[src/rtl/core/pme_pkg.sv]
// Shared types and constants for the permutation mutation engine.
// No dependencies; every other file in rtl/core imports this package.
`timescale 1ns / 1ps

package pme_pkg;

  localparam int unsigned TourDepth = 32;
  localparam int unsigned AddrW     = 5;
  localparam int unsigned CityW     = 5;
  localparam int unsigned GenW      = 48;
  localparam int unsigned IncW      = 24;
  localparam int unsigned LimbW     = 12;
  localparam int unsigned NumLimbs  = 4;
  localparam int unsigned OpW       = 3;

  typedef logic [AddrW-1:0] addr_t;
  typedef logic [CityW-1:0] city_t;
  typedef logic [GenW-1:0]  gen_t;
  typedef logic [IncW-1:0]  inc_t;
  typedef logic [LimbW-1:0] limb_t;

  typedef enum logic [OpW-1:0] {
    OP_WRITE  = 3'd0,
    OP_READ   = 3'd1,
    OP_RESEED = 3'd2,
    OP_SWAP   = 3'd3,
    OP_SHIFT  = 3'd4,
    OP_BSWAP  = 3'd5,
    OP_INVERT = 3'd6,
    OP_NOP    = 3'd7
  } op_e;

  localparam logic CfgSeed = 1'b0;
  localparam logic CfgInc  = 1'b1;

  localparam limb_t MultLimb [NumLimbs] = '{12'd2107, 12'd4071, 12'd1521, 12'd502};
  localparam gen_t  SeedReset = 48'd1;
  localparam inc_t  IncReset  = 24'd11848339;

  typedef struct packed {
    logic  start;
    addr_t slots;
  } draw_req_t;

  typedef struct packed {
    logic  done;
    addr_t index;
  } draw_rsp_t;

  typedef struct packed {
    logic  we;
    addr_t waddr;
    city_t wdata;
    logic  re;
    addr_t raddr_a;
    addr_t raddr_b;
  } mem_req_t;

endpackage

[src/rtl/core/pme_tour_mem.sv]
// Tour store: 32 x 5 memory, one write port, two registered read ports.
// Entries never written read as their own index. Depends on pme_pkg.
`timescale 1ns / 1ps

module pme_tour_mem import pme_pkg::*; (
  input  logic     clk_i,
  input  logic     rst_ni,
  input  mem_req_t req_i,
  output city_t    rdata_a_o,
  output city_t    rdata_b_o
);

  city_t                mem [TourDepth];
  logic [TourDepth-1:0] valid_q;
  city_t                rd_a_q, rd_b_q;
  addr_t                ra_a_q, ra_b_q;
  logic                 vld_a_q, vld_b_q;

  always_ff @(posedge clk_i) begin
    if (req_i.we) mem[req_i.waddr] <= req_i.wdata;
    if (req_i.re) begin
      rd_a_q <= mem[req_i.raddr_a];
      rd_b_q <= mem[req_i.raddr_b];
      ra_a_q <= req_i.raddr_a;
      ra_b_q <= req_i.raddr_b;
    end
  end

  always_ff @(posedge clk_i or negedge rst_ni) begin
    if (!rst_ni) begin
      valid_q <= '0;
      vld_a_q <= 1'b0;
      vld_b_q <= 1'b0;
    end else begin
      if (req_i.we) valid_q[req_i.waddr] <= 1'b1;
      if (req_i.re) begin
        vld_a_q <= valid_q[req_i.raddr_a];
        vld_b_q <= valid_q[req_i.raddr_b];
      end
    end
  end

  assign rdata_a_o = vld_a_q ? rd_a_q : city_t'(ra_a_q);
  assign rdata_b_o = vld_b_q ? rd_b_q : city_t'(ra_b_q);

endmodule

[config.mk]
export PLATFORM = sky130hd
export DESIGN_NAME = pme_tour_mem
export DESIGN_NICKNAME = d
export VERILOG_FILES = /design/src/rtl/core/pme_pkg.sv /design/src/rtl/core/pme_tour_mem.sv
export SDC_FILE = /design/constraint.sdc
export NUM_CORES = 1
export LEC_CHECK = 0
export ABC_AREA = 0
export BUFFER_PORTS_ARGS = -buffer_cell sky130_fd_sc_hd__buf_2
export CORE_ASPECT_RATIO = 1.4
export CORE_UTILIZATION = 45
export CTS_CLUSTER_SIZE = 16
export DETAILED_ROUTE_END_ITERATION = 6
export PLACE_DENSITY_LB_ADDON = 0.2
export SYNTH_ARGS = -nofsm -noshare
export SYNTH_HDL_FRONTEND = slang
export SYNTH_SLANG_ARGS = --single-unit
[constraint.sdc]
create_clock -name clk_i -period 5.2 [get_ports clk_i]
set_clock_uncertainty 0.05 [all_clocks]
set_input_delay 0.26 -clock clk_i [delete_from_list [all_inputs] [get_ports clk_i]]
set_output_delay 0.26 -clock clk_i [all_outputs]
set_load 0.01 [all_outputs]
### After elaboration in Yosys (flattened, before gate mapping)

Memory sizes are Yosys's and may differ from the RTL's. A register that Yosys moved wholly into a read port is not among the register bits.
Cells that the tools add are included.

* register bits: 44
* bits in writable memories: 160
* input bits: 24
* memories kept: 1

Memories
* mem: depth 32, bits a word 5, read ports 2, clocked after Yosys merged registers in 2, wr ports 1, RTL line pme_tour_mem.sv:13 `city_t mem [TourDepth];`

* magnitude comparators: 4
* multiplexer cells: 10
* bitwise logic cells: 1
* reduce and logical (&&, ||, !) cells: 1

Operators by type and width (count)
* 32-bit OR: 1
* 5-bit by 6-bit < comparator with 1-bit output (second input constant): 3
* 1-bit binary-select mux with 5-bit select: 2
* 5-bit two-way mux: 2
* 1-bit demux with 5-bit select: 1
* 5-bit by 1-bit >= comparator with 1-bit output (second input constant): 1
* 1-bit two-way mux: 5
* 1-bit logical AND: 1

### Logic depth before layout (Yosys ltp)

* depth in word-level cells: 5
* gate-level depth with buffers: 7
* depth with buffers taken out: 5

### Worst setup path after synthesis

No wires, ideal clock.

* path kind: input to register
* from: input req_i[1] in the netlist's numbering
* to: register rd_b_q[0] (read register of mem), data pin
* setup time: 0.260 ns
* data arrival time: 1.902 ns
* data required time: 4.890 ns
* path slack: 2.988 ns
* cell stages on the path: 5
* path buffers: 2
* cells stage by stage: clkbuf_1 > clkbuf_1 > mux4_2 > mux4_2 > mux2_2

RTL lines
* start: declaration: RTL line pme_tour_mem.sv:8 `input mem_req_t req_i,`
* end: declaration: RTL line pme_tour_mem.sv:15 `city_t rd_a_q, rd_b_q;`

==> results by group <==
Status
  – Status: complete, no violations

Clock network
  – Root Driver: clkbuf_16
  – Sink Count: 214
  – Worst-case clock buffer depth: 3
  – Skew-Pair Late Insertion Delay: around 0.49 ns
  – CTS tree: yes
  – Post-CTS Setup Repair Bufs: 0
  – CTS clk-pin slew, worst paths: ~0.060 ns
  – Post-cts resize count: 0
  – # H-tree levels: 1
  – Cts hold-fix bufs: 1
  – TritonCTS Buffers: 21

Worst setup path
  – Slowest CP cell: buf_4
  – Reg2Reg Depth: 3
  – Critical Path AT: 2.66 ns
  – CP endpoint kind: register
  – Startpoint types: primary input
  – CP peak stage delay: 0.59 ns
  – Crit-path cells: buf_4, buf_4, mux4_2, mux4_2, mux2_2
  – CP max FO: 39
  – Critical path class: in -> reg
  – Required time of the critical path: about 5.4 ns

Detailed routing
  – Routed len/inst: approximately 27 um
  – Vias: 5,166
  – Detailed-route DRC error count: 0
  – DRT iter0 DRCs: ~440
  – Drt pass-1 iters: 5
  – Via density: 6.035
  – Final WL: ~24,000 um
  – ANT nets after route: 0

STA
  – Max Slew Vio Count: 0
  – Slew of the pin with the lowest slew margin: ~1.2 ns
  – Minimum clock period: 2.467 ns
  – # setup viols final: 0
  – Fin crit share: 47.45%
  – Final hold vios: 0
  – Worst slew margin: about a fifth
  – Max Clock Freq: slightly above 400 MHz
  – Unrepaired setup endpoints after global routing: no
  – Setup TNS: 0 ns

GRT
  – Gr ovfl total: 0
  – First-pass GRT wire length: about 35,000 um
  – Global route hottest layer: met2
  – Initial antenna violation count: 0
  – Met2 Use GR: 39.82%
  – GRT met1 Usage: between 20% and 30%
  – Vias in the first global route: around 5,700
  – Largest net degree at the start of global routing: between 40 and 50
  – Tot GR Track Use: 21.80%
  – Met3 usage: between 3 and 4%

Placement
  – Number of port buffers: 33
  – Placed Area: roughly 10,000 sq um
  – Gpl congestion: between 0.8 and 0.9
  – Post-DP HPWL: between 15,000 and 20,000 um

Yosys
  – Syn avg cell area: approximately 19 sq um
  – Synth Area in Simple Gates: ~5.5%
  – Synth warn: 0
  – Adder-Cell Fraction of Synth Area: 0%
  – Compound-Gate Fraction of Synth Area: around 1.4%
  – Synth unique cells: 29
  – Post-synth net total: 546
  – Mapped Area: 9928 sq um
  – Cell count after synthesis: roughly 520
  – Post-synthesis mux area share: 28.22%
  – Register area share after synthesis: 63.01%
  – XOR/XNOR Fraction of Synth Area: 0%
  – Largest family of logic cells by synthesized area: multiplexers
  – Synth Register Bits: 214

Die
  – I/O pins: 34
  – Die Height: 177.8 um
  – Core box area: around 21,000 sq um
  – Initial Util: between 40% and 50%
  – Die X: about 130 um
  – FP Rows: 63
  – Die area: between 20,000 and 25,000 sq um

Power
  – Pwr/cell area: around 350 nW/um^2
  – Leakage: 3.617 nW
  – Max IR drop VDD: just under 0.0002 V

Layout
  – Design Area, Final: ~11,000 sq um
  – Layout cells sized above 1: between 30% and 40%
  – Final core occ: roughly half
  – Synth-to-layout area growth: 10.17%
  – Ant. Diodes: 0
  – Commonest cells after routing, fill and taps aside: 180 x edfxtp_1, 99 x mux4_2, 37 x nor2_1
  – Most common cell after layout, fill and taps aside: edfxtp_1
  – Final nets: 575

Hold path
  – Worst Hold Class: in -> reg
  – Min-Delay Path Depth: 1

Flow run
  – Max Cap Violations: 0
## synth_stat cells
cell,n,share of area [%]
dfrtp_1,34,8.6
buf_1,4,0.15
mux2_1,10,1.1
clkbuf_1,14,0.53
a31oi_1,2,0.13
or2_1,32,2.0
a22oi_1,6,0.45
nor2_1,37,1.4
nand2b_1,4,0.25
a41oi_1,2,0.18
or3_1,1,0.063
nand3b_1,5,0.38
nor2b_1,4,0.25
a21oi_1,6,0.30
a22o_1,2,0.18
mux2_2,10,1.1
and2_1,2,0.13
and3_1,2,0.13
buf_2,5,0.25
or3b_1,3,0.26
mux4_1,1,0.26
buf_6,8,0.91
nand2_1,9,0.34
mux4_2,99,22
a211oi_1,2,0.15
mux2i_1,32,3.2
nand4_1,2,0.13
nand3_1,4,0.20
edfxtp_1,180,54
## state kept, by name, indices dropped and copies added, names as in the netlist
signal   count
vld_b_q      1
mem        160
vld_a_q      1
ra_b_q       5
rd_b_q       5
ra_a_q       5
rd_a_q       5
valid_q     32
## metal layers
metal	part of all wire, %	wire [um]
met1	37	8813
met2	54	12700
met3	5.6	1327
met4	2.9	686
met5	0	0
## logic make-up (layout without fill, tap and decap cells)
kind of cell	after synthesis	count (layout)
compound gates	20	20
buf+inv	31	73
flops	214	214
mux	152	152
simple gates	105	105
## critical path: cells and delay by family
kind | cells | cell delay, ns
muxes | 3 | 1.29
buffers and inverters | 2 | 1.05
## report_power, final
group          total [W]  switching (W)  internal [W]
clock network    0.00141       0.000603      0.000805
logic           0.000387       0.000197      0.000190
registers        0.00202      0.0000640       0.00195
## cell type report
class	count	area [sq um]
Fill cell	1727	10500
Sequential cell	214	6256
Multi-Input combinational cell	277	3490
Clock buffer	28	561.8
Tap cell	292	365.4
Timing Repair Buffer	37	202.7
Clock inverter	8	62.56
## per-stage QoR
stage	instances	hold WS, ns	worst slack [ns]	power (W)
2_1_floorplan	522	-0.08559	2.988	0.002299
3_3_place_gp	819	0.3155	2.199	0.002426
3_5_place_dp	819	0.3291	2.155	0.002441
4_1_cts	856	0.1213	2.663	0.003840
5_1_grt	856	0.1189	2.610	0.003936
6_report	856	0.1307	2.733	0.003811
## path summary, 6_finish.rpt
kind / startpoint / endpoint / slack (ns)
worst min register to register: valid_q[15] / valid_q[15] / 0.44
min in group asynchronous: rst_ni / valid_q[16] / 0.34
worst max register to register: mem[13][1] / rd_a_q[1] / 3.18
worst max-delay path: req_i[5] / rd_a_q[4] / 2.73
max in group asynchronous: rst_ni / valid_q[27] / 4.25
worst min-delay path: req_i[4] / ra_b_q[4] / 0.13
No activity file was read; power rests on OpenSTA's default activity.
