### config.mk
export PLATFORM = sky130hd
export DESIGN_NAME = pme_lcg
export DESIGN_NICKNAME = d
export VERILOG_FILES = /design/src/rtl/core/pme_pkg.sv /design/src/rtl/core/pme_lcg.sv
export SDC_FILE = /design/constraint.sdc
export NUM_CORES = 2
export LEC_CHECK = 0
export ABC_AREA = 1
export BUFFER_PORTS_ARGS = -buffer_cell sky130_fd_sc_hd__buf_2
export CAP_MARGIN = 20
export CORE_MARGIN = 2
export CORE_UTILIZATION = 40
export DETAILED_ROUTE_END_ITERATION = 16
export GPL_TIMING_DRIVEN = 0
export SYNTH_ARGS = -nofsm -noshare
export SYNTH_HDL_FRONTEND = slang
export SYNTH_SLANG_ARGS = --single-unit
### constraint.sdc
create_clock -name clk_i -period 8.2 [get_ports clk_i]
set_input_delay 1.64 -clock clk_i [delete_from_list [all_inputs] [get_ports clk_i]]
set_output_delay 1.64 -clock clk_i [all_outputs]
set_load 0.02 [all_outputs]
### src/rtl/core/pme_pkg.sv
// Shared types and constants for the permutation mutation engine.
// No dependencies; every other file in rtl/core imports this package.
`timescale 1ns / 1ps

package pme_pkg;

  localparam int unsigned TourDepth = 32;
  localparam int unsigned AddrW     = 5;
  localparam int unsigned CityW     = 5;
  localparam int unsigned GenW      = 48;
  localparam int unsigned IncW      = 24;
  localparam int unsigned LimbW     = 12;
  localparam int unsigned NumLimbs  = 4;
  localparam int unsigned OpW       = 3;

  typedef logic [AddrW-1:0] addr_t;
  typedef logic [CityW-1:0] city_t;
  typedef logic [GenW-1:0]  gen_t;
  typedef logic [IncW-1:0]  inc_t;
  typedef logic [LimbW-1:0] limb_t;

  typedef enum logic [OpW-1:0] {
    OP_WRITE  = 3'd0,
    OP_READ   = 3'd1,
    OP_RESEED = 3'd2,
    OP_SWAP   = 3'd3,
    OP_SHIFT  = 3'd4,
    OP_BSWAP  = 3'd5,
    OP_INVERT = 3'd6,
    OP_NOP    = 3'd7
  } op_e;

  localparam logic CfgSeed = 1'b0;
  localparam logic CfgInc  = 1'b1;

  localparam limb_t MultLimb [NumLimbs] = '{12'd2107, 12'd4071, 12'd1521, 12'd502};
  localparam gen_t  SeedReset = 48'd1;
  localparam inc_t  IncReset  = 24'd11848339;

  typedef struct packed {
    logic  start;
    addr_t slots;
  } draw_req_t;

  typedef struct packed {
    logic  done;
    addr_t index;
  } draw_rsp_t;

  typedef struct packed {
    logic  we;
    addr_t waddr;
    city_t wdata;
    logic  re;
    addr_t raddr_a;
    addr_t raddr_b;
  } mem_req_t;

endpackage

### src/rtl/core/pme_lcg.sv
// 48-bit linear congruential generator with limb-serial multiply and index scaling.
// Depends on pme_pkg.
`timescale 1ns / 1ps

module pme_lcg import pme_pkg::*; (
  input  logic      clk_i,
  input  logic      rst_ni,
  input  logic      load_i,
  input  gen_t      seed_i,
  input  inc_t      inc_i,
  input  draw_req_t req_i,
  output draw_rsp_t rsp_o
);

  typedef enum logic [3:0] {
    L_IDLE = 4'b0001,
    L_MUL  = 4'b0010,
    L_ADD  = 4'b0100,
    L_IDX  = 4'b1000
  } lcg_state_e;

  localparam int unsigned LimbCntW = $clog2(NumLimbs);

  lcg_state_e           state_q, state_d;
  gen_t                 gen_q, gen_d;
  gen_t                 acc_q, acc_d;
  logic [LimbCntW-1:0]  limb_q, limb_d;
  addr_t                slots_q, slots_d;

  logic [GenW+LimbW-1:0]  part;
  gen_t                   part_sh;
  logic [GenW+AddrW-1:0]  scaled;

  assign part    = gen_q * MultLimb[limb_q];
  assign part_sh = part[GenW-1:0] << (limb_q * LimbW);
  assign scaled  = slots_q * gen_q;

  always_comb begin
    state_d = state_q;
    gen_d   = gen_q;
    acc_d   = acc_q;
    limb_d  = limb_q;
    slots_d = slots_q;
    rsp_o   = '0;
    unique case (state_q)
      L_IDLE: begin
        if (load_i) begin
          gen_d = seed_i | gen_t'(1);
        end else if (req_i.start) begin
          acc_d   = '0;
          limb_d  = '0;
          slots_d = req_i.slots;
          state_d = L_MUL;
        end
      end
      L_MUL: begin
        acc_d  = acc_q + part_sh;
        limb_d = limb_q + 1'b1;
        if (limb_q == LimbCntW'(NumLimbs - 1)) state_d = L_ADD;
      end
      L_ADD: begin
        gen_d   = acc_q + GenW'(inc_i);
        state_d = L_IDX;
      end
      L_IDX: begin
        rsp_o.done  = 1'b1;
        rsp_o.index = scaled[GenW+AddrW-1:GenW] + 1'b1;
        state_d     = L_IDLE;
      end
      default: state_d = L_IDLE;
    endcase
  end

  always_ff @(posedge clk_i or negedge rst_ni) begin
    if (!rst_ni) begin
      state_q <= L_IDLE;
      gen_q   <= SeedReset;
      limb_q  <= '0;
    end else begin
      state_q <= state_d;
      gen_q   <= gen_d;
      limb_q  <= limb_d;
    end
  end

  always_ff @(posedge clk_i) begin
    acc_q   <= acc_d;
    slots_q <= slots_d;
  end

endmodule

# Word level (Yosys, flattened, before mapping)
# Index checks and enable logic that the tools add are counted.
word_totals:
  out_inout_bits: 6
  input_bits: 81
  wordCells: 47
  regBits: 107
op_classes:
  bitwise: 2
  reduce_logical: 6
  n_mux: 16
  n_lt_le_gt_ge: 1
  n_eq_ne: 9
  addsub: 4
  mul: 3
  shifts: 1
ops:
  columns: ["operator", "count"]
  rows:
  - ["$pmux W48 S2", 2]
  - ["$mux W48", 3]
  - ["$mul A5 B48 Y53", 1]
  - ["$add A48 B24 Y48", 1]
  - ["$add A48 B48 Y48", 1]
  - ["$mul A48 B12 Y48", 1]
  - ["$shl A48 B6 Y48", 1]
  - ["$bmux W12 S2", 1]
  - ["$mux W12", 2]
  - ["$mux W4", 3]
  - ["$pmux W4 S3", 1]
  - ["$reduce_and A3 Y1", 3]
  - ["$ne A2 B2 Y1 const B", 4]
  - ["$mux W6", 1]
  - ["$add A5 B1 Y5 const B", 1]
  - ["$eq A4 B1 Y1 const B", 1]
  - ["$eq A4 B2 Y1 const B", 1]
  - ["$eq A4 B3 Y1 const B", 1]
  - ["$eq A4 B4 Y1 const B", 1]
  - ["$mul A2 B2 Y4 const B", 1]
  - ["$mux W2", 2]
  - ["$pmux W2 S2", 1]
  - ["$reduce_bool A2 Y1", 2]
  - ["$ge A3 B3 Y1 const B", 1]
  - ["5 further kinds", 5]

# Longest topological paths before layout
depth:
  depth_word: 8
  depth_mapped: 52
  depth_no_buf: 46

# Worst setup path after synthesis
# No wires, ideal clock.
synth_timing:
  path_kind: "register -> register"
  start: "reg limb_q[0]"
  end: "reg acc_q[42], data pin"
  required_ps: 7947
  period_less_slack_ps: 8392
  path_stages_with_launch: 49
  setup_ps: 253
  path_slack_ps: -192
  arrival_time_ps: 8140
  n_path_buf: 7
  cell_sequence: "dfrtp_1 buf_2 inv_1 clkbuf_1 buf_2 ha_1 buf_2 buf_1 clkbuf_1 buf_1 nand2_1 fa_1 fa_1 inv_1 fa_1 fa_1 inv_1 fa_1 [... 13 more ...] nand2_1 nand2_1 nand3_1 inv_1 ha_1 nand2_1 nor2_1 inv_1 nor2_1 inv_1 nor4_2 a21oi_2 o21bai_2 a21oi_1 o21ai_1 nand2_1 nand2_1 nor2_1"
synth_between:
  elab_chain_len: 8
  elab_cells_between_ends: 9
  classes_between: "1 x add/sub; 2 x mul; 1 x shift; 4 x mux; 1 x bitwise"
synth_lines:
  columns: ["item", "line_no", "rtl"]
  rows:
  - ["start: declaration", "pme_lcg.sv:27", "logic [LimbCntW-1:0] limb_q, limb_d;"]
  - ["start signal: assignment", "pme_lcg.sv:82", "limb_q <= limb_d;"]
  - ["$not A2 Y3 (not written as such)", "pme_lcg.sv:34", "assign part = gen_q * MultLimb[limb_q];"]
  - ["$bmux W12 S2", "pme_lcg.sv:34", null]
  - ["$mux W12 (not written as such) (2 in a row)", "pme_lcg.sv:34", null]
  - ["$mul A48 B12 Y48", "pme_lcg.sv:34", null]
  - ["$shl A48 B6 Y48 *", "pme_lcg.sv:35", "assign part_sh = part[GenW-1:0] << (limb_q * LimbW);"]
  - ["$add A48 B48 Y48 *", "pme_lcg.sv:57", "acc_d = acc_q + part_sh;"]
  - ["$pmux W48 S2 *", "pme_lcg.sv:45", "unique case (state_q)"]
  - ["end signal: assignment", "pme_lcg.sv:87", "acc_q <= acc_d;"]
  - ["end: declaration", "pme_lcg.sv:26", "gen_t acc_q, acc_d;"]
# Every way passes the cells marked *; elsewhere a longest branch is shown, timed or not. The select of a mux whose other input is x is not followed.
# A chain may end at the register's enable or synchronous reset.

# Final worst setup path
layout_timing:
  start: "reg limb_q[0]"
  end: "reg acc_q[47], data pin"
# Same word-level chain as after synthesis.

==> results.json <==
{
  "grt_overflow": 0,
  "worstSkewPairLatency_ns": 0.42,
  "failed_checks": "setup timing",
  "root_buffer": "clkbuf_16",
  "drv_slew": 0,
  "path_clk_slew_ns": 0.11,
  "finalWirelength_um": 127200,
  "cp_max_fo": 11,
  "cp.required_ns": 8.38,
  "async_flop_share_pct": 50.47,
  "die_w_um": 294.9,
  "fin_crit_sh_pct": 103.6,
  "top_usage_layer": "met2",
  "critPathMaxStageDelay_ns": 0.52,
  "worst-setup-path-type": "reg -> reg",
  "num_io_pins": 87,
  "hpwl_um": 106900,
  "arrival_ns": 8.67,
  "ys_seq_elements": 107,
  "crit_path_start_kind": "register",
  "setup_viol": 12,
  "std_cell_rows": 106,
  "routedWlPerCell_um": 20.44,
  "postSynthCellCount": 4910,
  "start_util_pct": 40.45,
  "ys_types": 60,
  "status": "complete, but fails checks",
  "tritoncts": "built",
  "portBuffers": 85,
  "cts.sinks": 107,
  "synth_edf_count": 53,
  "synth_top_area_cell": "fa_1",
  "yosysMostFrequentCell": "nand2_1",
  "period_minus_slack_ns": 8.495,
  "nets": 5906,
  "cts_hold_buf": 0,
  "final-hold-violation-count": 0,
  "worst_slew_pin_slew_ns": 1.208,
  "layout-drive-gt1-share_pct": 13.66,
  "grtUsageMet2_pct": 48.40,
  "drt-pass1-iter-count": 8,
  "grt_max_degree": 34,
  "critPathSlowestCell": "fa_1",
  "synth_area_mm2": 0.03385,
  "synth_warnings": 0,
  "ys_seq_area_share_pct": 8.700,
  "worst_slack_ns": -0.2950,
  "routabilityCongestion": 1.010,
  "rsz0062_at_grt": "yes",
  "die_h_um": 294.9,
  "viasPerCell": 5.253,
  "final.setup_skew_ns": 0.02772,
  "antenna_found_initial": 6,
  "grt_pass1_wl_um": 194500,
  "fmax_ghz": 0.1177,
  "synth.area.top_cells": "fa_1 (32%), nand2_1 (13%), inv_1 (13%)",
  "fillCellCount": 8582,
  "syn_nets": 5733,
  "cts_buffer_depth": 2,
  "drt_first_iter_violations": 2681,
  "syn_area_per_cell_um2": 6.895,
  "hp-class": "reg -> reg",
  "grt_use_total_pct": 29.79,
  "setup.worst_path.end_class": "register",
  "syn_to_final_growth_pct": 15.67,
  "htree_levels": 3,
  "drcViolationCount": 0,
  "utilization_pct": 46.79,
  "ant_nets": 0,
  "yosys_most_used_dff": "edfxtp_1",
  "core_region_area_mm2": 0.08369,
  "timing.hold.ws_ns": 0.5949,
  "rrSetupSlack_ns": -0.30,
  "cts_made_buffers": 9,
  "max-cap-violations": 0,
  "grtUsageMet1_pct": 39.13,
  "die_area_mm2": 0.08697,
  "synthTopCellsByCount": "nand2_1 (1202), inv_1 (1185), fa_1 (538)",
  "synth_top_cell_area_share_pct": 31.82,
  "grt_util_met3_pct": 5.490,
  "grt_pass1_vias": 33080,
  "maxSlewHeadroom_pct": 19.48,
  "via_count": 32700
}
[area by class of cell]
class	instances	area [um2]	share of cell area, %
Multi-Input combinational cell	3439	27860	71.16
Inverter	1192	4493	11.47
Sequential cell	107	2948	7.528
Tap cell	1134	1419	3.623
Timing Repair Buffer	164	1101	2.812
Buffer	170	1002	2.559
Clock buffer	9	225.2	0.5751
Clock inverter	7	98.84	0.2524
Antenna cell	3	7.507	0.01917
[final timing paths]
check                                           start                      end  cells after the start
worst max-delay path            limb_q[0]$_DFFE_PN0P_  acc_q[47]$_SDFFCE_PP0P_                     41
worst min-delay path            gen_q[42]$_DFFE_PN0P_    gen_q[42]$_DFFE_PN0P_                      2
worst max register to register  limb_q[0]$_DFFE_PN0P_  acc_q[47]$_SDFFCE_PP0P_                     41
worst min register to register  gen_q[42]$_DFFE_PN0P_    gen_q[42]$_DFFE_PN0P_                      2
max in group asynchronous                      rst_ni   state_q[0]$_DFFE_PN1P_                      2
min in group asynchronous                      rst_ni    gen_q[26]$_DFFE_PN0P_                      1
[through the flow]
step           std cells  setup slack [ns]  TNS, ns  cell area, um2
2_1_floorplan       4910           0.02642        0           33860
3_3_place_gp        6129            -3.271   -93.48           35700
3_5_place_dp        6132            -3.275   -93.29           35760
4_1_cts             6211           -0.1879  -0.6717           38520
5_1_grt             6222           -0.4399   -6.769           39150
6_report            6225           -0.2950   -1.242           39160
[timing repair]
action,4_1_cts,5_1_grt
gates resized for setup,466,137
setup buffers,61,13
hold endpoints to repair,0,0
endpoints found under the setup margin,41,32
pin swaps,121,41
gates cloned,2,0
[cell usage in the layout, fill, tap and decap left out, drive strengths merged, types with 9 or more instances in the layout]
cell	Yosys	layout
nand3	232	232
xnor2	18	18
o211ai	27	27
edfxtp	53	53
nand4	30	30
o21bai	26	26
fa	538	538
nand2	1226	1226
xor2	28	28
nor3	38	38
o21ai	218	218
a21oi	278	278
dfrtp	52	52
nor4	19	19
inv	1192	1191
a21boi	10	10
nor2	397	397
a31oi	20	20
nand3b	9	9
and3	11	11
o22ai	24	24
o21a	30	30
or2	14	14
clkbuf	105	110
ha	204	204
a21o	19	19
buf	67	233
[logic make-up (layout without fill, tap and decap cells)]
logic type                 after synthesis  after routing  share of synthesized area, %
AOI/OAI and AO/OA                      670            670                         11.37
xor gates and xnor gates                46             46                         1.190
adders and majority gates              742            742                         39.36
buffers and inverters                 1364           1542                         15.26
DFF                                    107            107                         8.700
muxes                                    2              2                       0.05914
other                                    0              3                             0
and+or+nand+nor                       1979           1979                         24.06
[registers in the layout (all words and copies together) (netlist names)]
register and flops:
slots_q 5, state_q 4, limb_q 2, acc_q 48, gen_q 48
[critical path: cells and delay by family (launching register included)]
family / cells / cell delay [ns]
compound gates: 8 / 1.51
xor+xnor: 1 / 0.19
fa+ha+maj: 8 / 3.25
buf+inv: 14 / 1.59
flops: 1 / 0.42
simple gates: 10 / 1.21
[routing by layer]
layer | up-vias | share of wire [%]
li1 | 15240 | -
met1 | 15900 | 41
met2 | 1338 | 46
met3 | 209 | 8.3
met4 | 8 | 4.7
met5 | - | 0.040
Power is left out: the tool's default activity adds up to more than one toggle a clock period on the data nets, which glitch-free logic cannot reach.
